--- src/design/ectt_queue.sv ---
// Two-entry request queue between the front part and the back part.
module ectt_queue #(
  parameter int WIDTH = 8
) (
  input  logic             clk,
  input  logic             rst,
  input  logic             wr_valid,
  output logic             wr_stall,
  input  logic [WIDTH-1:0] wr_data,
  output logic             rd_valid,
  input  logic             rd_take,
  output logic [WIDTH-1:0] rd_data
);
  logic [WIDTH-1:0] entry [2];
  logic             rd_ptr;
  logic             wr_ptr;
  logic [1:0]       count;
  logic             push;
  logic             pop;

  assign wr_stall = (count == 2'd2);
  assign rd_valid = (count != 2'd0);
  assign rd_data  = entry[rd_ptr];
  assign push     = wr_valid && !wr_stall;
  assign pop      = rd_valid && rd_take;

  always_ff @(posedge clk) begin
    if (push) begin
      entry[wr_ptr] <= wr_data;
    end
    if (rst) begin
      rd_ptr <= 1'b0;
      wr_ptr <= 1'b0;
      count  <= 2'd0;
    end else begin
      if (push) wr_ptr <= ~wr_ptr;
      if (pop) rd_ptr <= ~rd_ptr;
      count <= count + {1'b0, push} - {1'b0, pop};
    end
  end

  a_no_overflow: assert property (@(posedge clk) disable iff (rst) count <= 2'd2)
    else $error("queue count out of range");
  a_pop_needs_data: assert property (@(posedge clk) disable iff (rst)
    (count == 2'd0) |=> (count <= 2'd1))
    else $error("queue popped while empty");
  a_full_holds: assert property (@(posedge clk) disable iff (rst)
    (count == 2'd2 && !pop) |=> (count == 2'd2))
    else $error("queue lost an entry while full");
endmodule

--- config.mk ---
export PLATFORM = sky130hd
export DESIGN_NAME = ectt_queue
export DESIGN_NICKNAME = d
export VERILOG_FILES = /design/src/design/ectt_queue.sv
export SDC_FILE = /design/constraint.sdc
export NUM_CORES = 1
export LEC_CHECK = 0
export ABC_AREA = 1
export BUFFER_PORTS_ARGS = -buffer_cell sky130_fd_sc_hd__buf_2
export CAP_MARGIN = 20
export CELL_PAD_IN_SITES_DETAIL_PLACEMENT = 2
export CELL_PAD_IN_SITES_GLOBAL_PLACEMENT = 2
export CORE_MARGIN = 1
export CORE_UTILIZATION = 36
export CTS_CLUSTER_SIZE = 14
export DETAILED_ROUTE_END_ITERATION = 12
export HOLD_SLACK_MARGIN = 0.1
export PLACE_DENSITY = 0.87
export SETUP_SLACK_MARGIN = 0.1
export SLEW_MARGIN = 20
export SYNTH_ARGS = -nofsm -noshare
export SYNTH_HDL_FRONTEND = slang
export SYNTH_SLANG_ARGS = --single-unit
--- constraint.sdc ---
create_clock -name clk -period 3.9 [get_ports clk]
set_input_delay 0.39 -clock clk [delete_from_list [all_inputs] [get_ports clk]]
set_output_delay 0.39 -clock clk [all_outputs]
set_load 0.02 [all_outputs]
## Word-level counts from Yosys, hierarchy flattened

Memories as Yosys holds them, arrays and structs flattened. A register that Yosys moved wholly into a read port is not among the register bits.
Index checks and enable logic that the tools add are counted.

- Memories: 1
- Output and inout bits: 10
- Bits in latches: 0
- Bits of input ports: 12
- Word-level logic and storage cells: 17
- ROM bits: 0
- Memory bits (writable): 16
- Register bits after elaboration: 4

- Eq/ne operators: 1
- Add/sub/neg operators: 2
- Muxes and demuxes: 4
- Shifts and indexed selects: 0
- Divide/modulo/power cells: 0
- Bitwise logic cells: 2
- $mul: 0
- Reductions and logical operators: 4
- $lt $le $gt $ge: 0

Memory list:

| memory | depth | width | rd ports | clocked after memory_dff | wr ports | line | source |
|---|---|---|---|---|---|---|---|
| entry | 2 | 8 | 1 | 1 | 1 | 14 | `logic [WIDTH-1:0] entry [2];` |

Operator list:

| kind | count |
|---|---|
| $mux W1 | 4 |
| $add A2 B1 Y2 | 1 |
| $eq A2 B2 Y1 const B | 1 |
| $logic_and A1 B1 Y1 | 2 |
| $not A1 Y1 | 2 |
| $reduce_bool A2 Y1 | 1 |
| $sub A2 B1 Y2 | 1 |
| $logic_not A1 Y1 | 1 |

## Depth between registers and ports, before layout

Gate-level depths: netlist (run 1).

- Depth in word-level cells: 5
- Depth in mapped cells: 11

## Worst setup path after synthesis (run 1)

Ideal clock, no wire load.

- Path type: flip-flop to flip-flop
- From: register count[0]
- To: register count[1]
- Clock period less this slack: 1.388 ns
- Library setup time: 0.115 ns
- Slack: 2.512 ns
- Data arrival time: 1.273 ns
- Buffers on the path: 0
- Stages on the path, launching flop included: 11
- Cell sequence: dfxtp_1 > inv_1 > nand2_1 > nand2_1 > ha_1 > inv_1 > ha_1 > inv_1 > nand2_1 > a21oi_1 > nor2_1

- Word-level cells in the longest chain between the ends: 5
- Elaborated cells on any way between the ends: 7
- Classes of those cells: add/sub (2); eq/ne (1); reduce/logical (4)

Ends and longest elaborated chain:

| item | line | source |
|---|---|---|
| from (decl) | 17 | `logic [1:0] count;` |
| from (signal assigned) | 38 | `count <= count + {1'b0, push} - {1'b0, pop};` |
| $eq A2 B2 Y1 | 21 | `assign wr_stall = (count == 2'd2);` |
| $logic_not A1 Y1 | 24 | `assign push = wr_valid && !wr_stall;` |
| $logic_and A1 B1 Y1 | 24 |  |
| $add A2 B1 Y2 | 38 |  |
| $sub A2 B1 Y2 * | 38 |  |

Mark *: on every way between the ends. The rest lies on a longest branch, timed or not.
A chain may end at the register's enable or synchronous reset.

==> results of run 1 <==
## worst paths after layout
| path | end | slack (ns) | cells after the start | from |
|---|---|---|---|---|
| worst min register to register | wr_ptr | 0.54 | 2 | wr_ptr |
| worst min-delay path | count[0] | 0.25 | 2 | rst |
| worst max register to register | count[1] | 2.24 | 10 | count[0] |
| worst max-delay path | rd_data[3] | 2.04 | 2 | register |
## placed cells by master, fill, tap and decap left out
cell type	netlist	final
edfxtp_1	16	16
clkbuf_4	0	3
dfxtp_1	5	5
mux2_4	8	8
nor2_1	8	8
clkbuf_1	0	1
buf_2	0	21
a21oi_1	2	2
nand2_1	8	8
ha_1	2	2
nand3_1	3	3
nor2_2	1	1
inv_1	9	9
## state kept, by name, indices dropped and copies added, names as in the netlist, named ones only
signal	count
rd_ptr	1
entry	16
wr_ptr	1
count	2
## report_power, final
group          leakage [nW]  total [mW]  switching (mW)  internal (mW)
clock network        0.0150       0.103          0.0634         0.0398
registers             0.191       0.319          0.0317          0.287
logic                 0.253       0.239           0.139         0.0998
## metrics by stage
step	utilization	total power, mW	area (um2)	hold WS [ns]	setup slack, ns
2_1_floorplan	-	0.494	862	0.461	2.51
3_3_place_gp	0.444	0.546	991	0.490	2.38
3_5_place_dp	0.444	0.566	991	0.511	2.26
4_1_cts	0.455	0.670	1020	0.248	2.01
5_1_grt	0.455	0.702	1020	0.258	1.95
6_report	0.455	0.661	1020	0.247	2.04
## layer usage
metal / track usage / up-vias / share of wire
met2: 0.287 / 13 / 0.56
li1: - / 260 / -
met1: 0.159 / 268 / 0.39
met5: 0 / - / 0
met3: 0.0357 / 4 / 0.033
met4: 0.0833 / 0 / 0.022
## kinds of logic after synthesis
group	count (synthesis)	synth area share
AND/OR/NAND/NOR	20	0.0943
buffers and inverters	10	0.0522
adder cells (fa/ha/maj)	2	0.0290
AO/OA/AOI/OAI	2	0.0116
flip-flops	21	0.673
multiplexers	8	0.139
## synth_stat cells
| cell | count |
|---|---|
| a21oi_1 | 2 |
| buf_6 | 1 |
| dfxtp_1 | 5 |
| edfxtp_1 | 16 |
| ha_1 | 2 |
| inv_1 | 9 |
| mux2_4 | 8 |
| nand2_1 | 8 |
| nand3_1 | 3 |
| nor2_1 | 8 |
| nor2_2 | 1 |
## cell type report
type | instances | area share
Multi-Input combinational cell | 32 | 0.232
Timing Repair Buffer | 21 | 0.103
Inverter | 9 | 0.0332
Clock buffer | 4 | 0.0258
Tap cell | 28 | 0.0344
Sequential cell | 21 | 0.571
## worst max-delay path: cells and delay by family, from the launching register on
kind | cells | cell delay (ns)
mux | 1 | 0.35
buf+inv | 1 | 0.16
flops | 1 | 0.66
==> flow_metrics.py, run 1 <==
metrics = {
    "status": {
        "status": "complete, no violations",
    },
    "logic_synthesis": {
        "syn_inst": 63,
        "syn-num-nets": 77,
        "synth.avg_cell_area_um2": 13.7,
        "ys_ff_latch": 21,
        "yosysWarningCount": 0,
        "synth_top_area_share": 0.557,
        "synth_cell_type_count": 11,
        "synth.area.top_cells": "edfxtp_1 56%, mux2_4 14%, dfxtp_1 12%",
        "synth_top_area_cell": "edfxtp_1",
        "synthesis.area_um2": 862,
        "ys_seq_area_frac": 0.673,
    },
    "placement": {
        "place.gp.congestion": 0.679,
        "portBuffers": 21,
        "dp_cells": 111,
        "hpwl_um": 1310,
    },
    "floorplanning": {
        "fp.dieH_um": 50.9,
        "core_um2": 2230,
        "die_x_um": 50.9,
        "rows": 17,
        "start_util": 0.386,
        "ioPinCount": 22,
        "fp.dieArea_um2": 2590,
    },
    "finish": {
        "antenna_cells": 0,
        "n_fill_cell": 236,
        "area_growth_pct": 18.0,
        "regArea_um2": 581,
        "multi_input_area_um2": 236,
        "nNetsFinal": 102,
        "stdcell_count": 115,
        "drive_gt1_frac": 0.379,
    },
    "sta": {
        "max_slew.worst_pin.slew_ns": 0.720,
        "fin_crit_ns": 1.86,
        "slew_headroom": 0.518,
        "fin_skew_ns": 0.00213,
        "fin_tns_setup_ns": 0,
        "maxSlewViolCount": 0,
        "finalHoldViolCount": 0,
        "max_freq_mhz": 539,
        "fin_crit_sh": 0.476,
        "rsz0062_at_grt": "false",
        "finalSetupViolations": 0,
    },
    "clock_network": {
        "clock_latency_ns": 0.30,
        "cts_repair_resize_count": 0,
        "cts_setup_buffers": 0,
        "clkTransAtPathRegs_ns": 0.11,
        "cts-buffers-inserted": 3,
        "numClockSinks": 21,
        "ctsLongestPathBuffers": 2,
        "cts_tree": "built",
        "cts-root-buf": "clkbuf_4",
        "htree_levels": 1,
        "holdBufCountCts": 0,
    },
    "critical_path": {
        "setup.worst_path.start_class": "register",
        "crit_fanout": 8,
        "arrival_ns": 1.47,
        "end_kind": "output pin",
        "worst-setup-path-type": "reg -> out",
        "path_cells": "mux2_4 -> buf_2",
        "cp_slowest_cell": "dfxtp_1",
        "slowest_delay_ns": 0.66,
        "cp_data_required_time_ns": 3.51,
    },
    "global_route": {
        "grt_max_degree": 12,
        "grt_pass1_wl_um": 2730,
        "grt_pass1_vias": 558,
        "grt-ovfl-total": 0,
        "track_usage": 0.155,
        "grt_antenna_before_repair": 0,
    },
    "routing": {
        "dr.first_iter.drc_count": 3,
        "drc": 0,
        "drtAntennaViolNets": 0,
        "totalWireLength_um": 1680,
        "num_vias": 545,
        "wl_per_cell_um": 14.6,
        "firstDrtPassIters": 4,
        "routed_via_density": 4.74,
    },
    "run": {
        "drv_cap": 0,
    },
    "hold_path": {
        "hp-class": "in -> reg",
    },
    "power_and_ir_drop": {
        "cellLeakagePower_nw": 0.459,
        "peakVddDrop_v": 0.000349,
        "power_density_nw_per_um2": 650,
    },
}
Note: power is estimated with default switching activity, not from simulation.
==> run 2, diff against run 1 <==
Settings changed: CORE_UTILIZATION 36 to 33, PLACE_DENSITY 0.87 to 0.81.
Clock period 3.9 ns to 1.8 ns, I/O delays scaled along.
==> run 2 against run 1 <==
Effect of this change: cell count grew 10%; sequential share of layout area is 5.0 points lower; total power is 120% higher; critical path depth grew 8; clock skew up 0.0066 ns; routed wire length rose by 3.8%; global-route usage shrank 1.4 points.
==> flow_metrics.py, run 2 (synthesis results as in run 1) <==
metrics = {
    "power_and_ir_drop": {
        "power_density_nw_per_um2": 1290,
        "cellLeakagePower_nw": 0.502,
        "power_mw": 1.44,
        "peakVddDrop_v": 0.000620,
    },
    "floorplanning": {
        "fp.dieH_um": 53.1,
        "die_x_um": 53.1,
        "fp.dieArea_um2": 2820,
        "ioPinCount": 22,
        "core_um2": 2480,
        "start_util": 0.348,
        "rows": 18,
    },
    "routing": {
        "wl_met3_um": 65,
        "dr.first_iter.drc_count": 5,
        "route.met2.wl_um": 939,
        "wl_met1_um": 734,
        "drtAntennaViolNets": 0,
        "drc": 0,
        "num_vias": 569,
        "highest_layer": "met3",
        "wl_per_cell_um": 13.7,
        "routed_via_density": 4.48,
        "firstDrtPassIters": 3,
        "totalWireLength_um": 1740,
    },
    "global_route": {
        "track_usage": 0.141,
        "grt_pass1_wl_um": 2770,
        "grt-ovfl-total": 0,
        "grt_max_degree": 12,
        "grt_antenna_before_repair": 0,
        "grt_pass1_vias": 614,
    },
    "clock_network": {
        "htree_levels": 1,
        "cts-buffers-inserted": 3,
        "cts_tree": "built",
        "numClockSinks": 21,
        "cts-root-buf": "clkbuf_4",
        "clock_latency_ns": 0.29,
        "ctsLongestPathBuffers": 2,
        "clkTransAtPathRegs_ns": 0.11,
    },
    "finish": {
        "antenna_cells": 0,
        "largest_register_ffs": 16,
        "nNetsFinal": 112,
        "regMostFlops": "entry",
        "drive_gt1_frac": 0.371,
        "largestRegisters": "entry: 16 flops, count: 2 flops",
        "fin_util": 0.452,
        "area_growth_pct": 29.9,
        "mostFrequentLayoutCell": "buf_2",
        "layout_common_cells": "21 x buf_2, 16 x edfxtp_1, 9 x inv_1, 9 x dlygate4sd3_1",
    },
    "critical_path": {
        "arrival_ns": 1.72,
        "cp_data_required_time_ns": 2.00,
        "crit_fanout": 4,
        "setup.worst_path.start_class": "register",
        "worst-setup-path-type": "reg -> reg",
        "rr_worst_depth": 10,
        "end_kind": "register",
    },
    "sta": {
        "fin_ws_ns": 0.281,
        "max_freq_mhz": 658,
        "maxSlewViolCount": 0,
        "slew_headroom": 0.779,
        "finalSetupViolations": 0,
        "max_slew.worst_pin.slew_ns": 0.332,
        "rsz0062_at_grt": "false",
        "fin_crit_ns": 1.52,
        "fin_tns_setup_ns": 0,
        "fin_skew_ns": 0.00871,
        "fin_crit_sh": 0.844,
        "finalHoldViolCount": 0,
    },
    "hold_path": {
        "hp-class": "in -> reg",
        "hold_depth": 3,
    },
    "placement": {
        "pre_cts_slack_ns": 0.229,
        "place.gp.congestion": 0.672,
        "portBuffers": 21,
        "hpwl_um": 1350,
    },
    "run": {
        "drv_cap": 0,
    },
    "status": {
        "status": "complete, no violations",
    },
}
run 2: changes by cell type in the layout (fill, tap and decap cells not counted), sizes merged:
cell	before	now
dlygate4sd3	0	9
buf	21	22
run 2: where the power goes:
group,switching [mW],leakage [nW],internal (mW)
Sequential,0.0683,0.191,0.626
Combinational,0.302,0.296,0.234
Clock,0.127,0.0150,0.0860
run 2: area by class of cell:
| cell class | instances | area (um2) |
|---|---|---|
| Clock buffer | 4 | 26.3 |
| Inverter | 9 | 33.8 |
| Multi-Input combinational cell | 32 | 236 |
| Timing Repair Buffer | 31 | 203 |
| Fill cell | 271 | 1360 |
| Tap cell | 30 | 37.5 |
| Sequential cell | 21 | 583 |
run 2: what timing repair did:
action | 4_1_cts | 5_1_grt
gates resized for setup | 0 | 2
endpoints found under the hold margin | 17 | 0
hold buffers | 9 | 0
buffers inserted | 0 | 0
endpoints found under the setup margin | 0 | 9
run 2: worst paths after layout:
path / start / to / slack (ns)
setup reg to reg: count[0] / count[1] / 0.28
setup / recovery: count[0] / count[1] / 0.28
hold reg to reg: rd_ptr / register / 0.54
hold / removal: wr_valid / wr_ptr / 0.20
run 2: stage by stage:
step	hold slack, ns	instance area [um2]	cells
after floorplan	0.251	862	63
after global placement	0.352	1000	114
after detailed placement	0.364	1000	114
after CTS	0.201	1120	127
after global routing	0.202	1120	127
final	0.201	1120	127
run 2: critical path: stages, from the launching register on:
cell	delay, ns
dfxtp_2	0.35
inv_1	0.06
nand2_1	0.12
nand2_1	0.09
ha_1	0.29
inv_1	0.05
ha_1	0.19
inv_1	0.05
nand2_1	0.06
a21oi_1	0.12
nor2_1	0.06
run 2: per-layer routing:
metal	global-route usage	up-vias
li1	-	279
met1	0.156	274
met2	0.270	16
met3	0.0259	0
met4	0.0395	0
met5	0	-
